### src/dwc_pkg.sv
// Package for the depthwise 3x3 convolution block: shared widths, register
// indexes, reset values and the push record between the datapath and the output queue.
// No dependencies.
`timescale 1ns / 1ps

package dwc_pkg;

  // Fixed field widths.
  localparam int SAMPLE_W   = 16;
  localparam int COEF_W     = 16;
  localparam int OUT_W      = 12;
  localparam int POS_W      = 10;
  localparam int DIM_W      = 11;
  localparam int CFG_IDX_W  = 3;
  localparam int CFG_DATA_W = 64;
  localparam int SHAPE_W    = 23;
  localparam int NCH        = 3;
  localparam int NPACKS     = 7;
  localparam int TAPS       = 9;
  localparam int PROD_W     = 32;
  localparam int ROWSUM_W   = 34;
  localparam int ACC_W      = 36;
  localparam int FRAC_SHIFT = 12;
  localparam int IN_TDATA_W  = 48;
  localparam int OUT_TDATA_W = 56;

  // Register indexes on the configuration port.
  localparam logic [CFG_IDX_W-1:0] REG_FRAME_SHAPE = 3'd0;
  localparam logic [CFG_IDX_W-1:0] REG_COEF_FIRST  = 3'd1;

  // Reset of the frame shape register: 1024 x 1024, identity off.
  localparam logic [SHAPE_W-1:0] FRAME_SHAPE_RESET = 23'd2098176;

  // Frame height limit and the clamp ceiling (1.0 in Q.11).
  localparam int MAX_FRAME_HEIGHT = 1024;
  localparam logic [OUT_W-1:0] CLAMP_MAX = 12'd2048;

  // Record that travels with an item from the window stage to the output queue.
  typedef struct packed {
    logic             valid;
    logic [POS_W-1:0] row;
    logic [POS_W-1:0] col;
    logic             last;
  } push_t;

endpackage

### src/dwc_merge.sv
// Output stage: merges the lane results with position and frame-end flag into
// one word and queues it for the output channel. Depends on dwc_pkg.
`timescale 1ns / 1ps

module dwc_merge #(
  parameter int DEPTH = 8
) (
  input  logic                                     clk,
  input  logic                                     rst,
  input  dwc_pkg::push_t                           push,
  input  logic [dwc_pkg::NCH-1:0][dwc_pkg::OUT_W-1:0] lane_res,
  output logic                                     m_axis_tvalid,
  input  logic                                     m_axis_tready,
  output logic [dwc_pkg::OUT_TDATA_W-1:0]          m_axis_tdata,
  output logic                                     m_axis_tlast
);

  localparam int PW = (DEPTH > 1) ? $clog2(DEPTH) : 1;
  localparam int CW = $clog2(DEPTH + 1);

  logic [dwc_pkg::OUT_TDATA_W-1:0] data_q [DEPTH];
  logic                            last_q [DEPTH];
  logic [PW-1:0]                   wr_ptr;
  logic [PW-1:0]                   rd_ptr;
  logic [CW-1:0]                   count;
  logic                            pop;
  logic [dwc_pkg::OUT_TDATA_W-1:0] word;

  // Word layout from bit 0: row, col, ch0, ch1, ch2.
  assign word = {lane_res[2], lane_res[1], lane_res[0], push.col, push.row};
  assign pop  = m_axis_tvalid && m_axis_tready;

  // Queue storage; the upstream credit count keeps pushes off a full queue.
  always_ff @(posedge clk) begin
    if (push.valid) begin
      data_q[wr_ptr] <= word;
      last_q[wr_ptr] <= push.last;
    end
  end

  // Pointers and fill level.
  always_ff @(posedge clk) begin
    if (rst) begin
      wr_ptr <= '0;
      rd_ptr <= '0;
      count  <= '0;
    end else begin
      if (push.valid) begin
        wr_ptr <= (wr_ptr == PW'(DEPTH - 1)) ? '0 : wr_ptr + 1'b1;
      end
      if (pop) begin
        rd_ptr <= (rd_ptr == PW'(DEPTH - 1)) ? '0 : rd_ptr + 1'b1;
      end
      count <= count + CW'(push.valid) - CW'(pop);
    end
  end

  assign m_axis_tvalid = (count != '0);
  assign m_axis_tdata  = data_q[rd_ptr];
  assign m_axis_tlast  = last_q[rd_ptr];

endmodule

### config.mk
export PLATFORM = sky130hd
export DESIGN_NAME = dwc_merge
export DESIGN_NICKNAME = d
export VERILOG_FILES = /design/src/dwc_pkg.sv /design/src/dwc_merge.sv
export SDC_FILE = /design/constraint.sdc
export NUM_CORES = 1
export LEC_CHECK = 0
export BUFFER_PORTS_ARGS = -buffer_cell sky130_fd_sc_hd__buf_2
export CAP_MARGIN = 20
export CORE_MARGIN = 2
export CORE_UTILIZATION = 35
export CTS_BUF_LIST = sky130_fd_sc_hd__clkbuf_4
export CTS_CLUSTER_DIAMETER = 100
export DETAILED_ROUTE_END_ITERATION = 10
export GPL_TIMING_DRIVEN = 0
export PLACE_DENSITY = 0.55
export SLEW_MARGIN = 20
export SYNTH_ARGS = -nofsm -noshare
export SYNTH_HDL_FRONTEND = slang
export SYNTH_SLANG_ARGS = --single-unit
### constraint.sdc
create_clock -name clk -period 10.95 [get_ports clk]
set_clock_uncertainty 0.1 [all_clocks]
set_input_delay 0.5475 -clock clk [delete_from_list [all_inputs] [get_ports clk]]
set_output_delay 0.5475 -clock clk [all_outputs]
set_load 0.05 [all_outputs]
==> results_dict.tcl <==
set metrics [dict create \
    grt_pass1_vias 9455 \
    vias 8765 \
    power.density_nw_per_um2 192.6 \
    p_seq_share_pct 48.2 \
    worstSetupPathDepth 6 \
    portBuffers 118 \
    cpPeakStageDelay_ps 640 \
    crit_family "buffers and inverters" \
    drt_iter0_markers 563 \
    ys_types 25 \
    place_hpwl_um 23920 \
    grt_max_degree 20 \
    switching_share_pct 27.60 \
    fin_crit_ps 4199 \
    core_region_area_um2 50070 \
    cts_resized 0 \
    syn-num-nets 804 \
    root_buffer "clkbuf_4" \
    finalHoldViolations 0 \
    globalplace.congestion 0.6648 \
    initial_utilization_pct 35.45 \
    fin_nets 1138 \
    routed_wl_um 38710 \
    cts_made_buffers 118 \
    netlist_instances 734 \
    drcViolationCount 0 \
    drive_above_1_share_pct 46.48 \
    yosys.area_share.simple_pct 0.8390 \
    setup_violations 0 \
    max_slew.worst_pin.slew_ps 870.4 \
    yosys-mux-area-fraction_pct 18.20 \
    drt.antenna.violating_nets 0 \
    leakage_nw 7.190 \
    grtUsageTotal_pct 15.07 \
    boundaryPins 119 \
    combPwrFrac_pct 18.0 \
    endpoint "m_axis_tdata[54]" \
    synth-xor-area-share_pct 0.04935 \
    antenna_found_initial 4 \
    slew_violations 0 \
    maxCapViolCount 0 \
    dpl_worst_slack_ps 7436 \
    gr-total-overflow 0 \
    num_rows 82 \
    relSlewSlack_pct 41.98 \
    clock_latency_ps 810 \
    layoutNonFillerInstCount 1827 \
    yosysWarnings 0 \
    min-delay-start "rst" \
    clkPwrFrac_pct 33.7 \
    grt_pass1_wl_um 58460 \
    status "finished, final reports clean" \
    htree_num_levels 3 \
    period_share_pct 38.35 \
    die-area_um2 52520 \
    path_buf_inv 4 \
    synth_top_family_by_area "multiplexers" \
    syn_avg_cell_area_um2 24.18 \
    worst_setup_path_end_kind "output port" \
    cp.arrival_ps 3550 \
    grt_setup_unrepaired "no" \
    synth_fa_ha_area_share_pct 0.6768 \
    clkSlewWorstSetupHoldPaths_ps 70 \
    crit_type "flop to output port" \
    die_y_um 229.2 \
    cts_tree "done" \
    path_cells "clkbuf_1, clkbuf_1, buf_2, mux4_2, mux2_2, buf_2" \
    viasPerCell 4.797 \
    slowest_stage "clkbuf_1" \
    r2r-start "count[2]" \
    fp.dieW_um 229.2 \
    net-switching-power_mw 1.161 \
    drtPass1Iterations 5 \
    worstSetupStartpointType "flop" \
    placed_cells 1560 \
    fin_ws_ps 6751 \
    ir_worst_vdd_uv 113.8 \
    intPower_mw 3.046 \
    numClockSinks 469 \
    ys_seq_area_share_pct 78.62 \
    hold_class "input pin to flop" \
    syn-cell-area_um2 17750 \
    cp.required_ps 10300 \
    areaGrowthSynthToFinish_pct 23.08 \
    tns_ps 0 \
    rr_endpoint "count[2]" \
    fmax_mhz 238.2 \
    critPathMaxFanout 10 \
    ys_ff_latch 469 \
    hold_ws_ps 396.7 \
    synth_compound_area_share_pct 0.4160 \
    wl_per_cell_um 21.19 \
    clockBufferDepth 3 \
    r2r_cells 10 \
    rrSetupSlack_ps 8370 \
]
## power by group through the flow
stage               clock network (mW)  registers (mW)  logic [mW]
floorplan                            0            2.07       0.546
global placement                     0            2.08       0.739
detailed placement                   0            2.07       0.755
CTS                               1.47            2.03       0.776
global route                      1.57            2.03       0.809
finish                            1.42            2.03       0.758
## synthesized netlist by cell type
cell type    n  area (µm²)
a21oi_1      9       45.04
a31o_2       1       8.760
buf_2       11       55.05
buf_6        7       78.83
clkbuf_1    15       56.30
dfxtp_1     13       260.3
edfxtp_1   456       13690
fa_1         1       20.02
ha_1         8       100.1
inv_1        6       22.52
mux2_2      57       641.9
mux2i_1      2       20.02
mux4_2     114        2567
nand2_1      2       7.510
nand2b_1     5       31.28
nand3_1      3       15.01
nand3b_1     1       7.510
nand4b_1     1       8.760
nor2_1      11       41.29
nor2b_1      2       12.51
nor3_1       2       10.01
nor3b_1      1       7.510
o21ai_0      4       20.02
or4_1        1       7.510
xnor2_1      1       8.760
## per-layer routing
metal	part of all wire, %	GRT usage, %
met1	46	21.02
met2	47	23.18
met3	5.3	4.308
met4	1.6	4.221
met5	0.034	0
## worst reg2reg max path: cells and delay by family (launching register included)
family / cells / cell delay (ps)
xor gates and xnor gates: 1 / 170
adders and majority gates: 3 / 790
and+or+nand+nor: 3 / 720
DFF: 1 / 300
buffers and inverters: 2 / 290
AOI/OAI and AO/OA: 1 / 110
## cell type report
| cell class | count | area (µm²) |
|---|---|---|
| Antenna cell | 4 | 10.01 |
| Buffer | 33 | 190.2 |
| Clock buffer | 177 | 1329 |
| Clock inverter | 26 | 126.4 |
| Fill cell | 4449 | 28220 |
| Inverter | 6 | 22.52 |
| Multi-Input combinational cell | 226 | 3636 |
| Sequential cell | 469 | 13950 |
| Tap cell | 672 | 840.8 |
| Timing Repair Buffer | 214 | 1735 |
## repair_timing
action,4_1_cts,5_1_grt
hold endpoints to repair,467,0
setup buffers,0,0
hold buffers,60,0
## state kept, by name (all words and copies together), names as in the netlist, named ones only
register and cells:
count 4, last_q 8, wr_ptr 3, data_q 448, rd_ptr 3
## stage by stage
step | util [%] | power (mW) | area [µm²]
5_1_grt | 43.63 | 4.410 | 21840
3_5_place_dp | 39.50 | 2.823 | 19780
6_report | 43.63 | 4.206 | 21840
3_3_place_gp | 38.30 | 2.815 | 19180
4_1_cts | 43.61 | 4.280 | 21830
2_1_floorplan | - | 2.615 | 17750
## cells by family after synthesis
logic type / count (synthesis)
buf+inv: 39
simple gates: 29
mux: 173
xor+xnor: 1
flops: 469
fa+ha+maj: 9
compound gates: 14
## worst min-delay path by stage
stage / endpoint / cells after the start
6_report: count[1] / 3
5_1_grt: count[1] / 3
4_1_cts: count[1] / 3
3_5_place_dp: rd_ptr[1] / 2
3_3_place_gp: rd_ptr[2] / 2
2_1_floorplan: flop / 2
## cells in the final DEF, fill, tap and decap left out, types with 6 or more instances in the layout
master           n
a21oi_1          9
buf_12          13
buf_2          129
buf_4           15
buf_6           10
clkbuf_1        15
clkbuf_4       177
clkinv_1        20
dfxtp_1         13
dlygate4sd3_1   60
edfxtp_1       456
ha_1             8
inv_1            6
mux2_2          57
mux4_2         114
nor2_4           6
No activity file was read; power rests on OpenSTA's default activity.
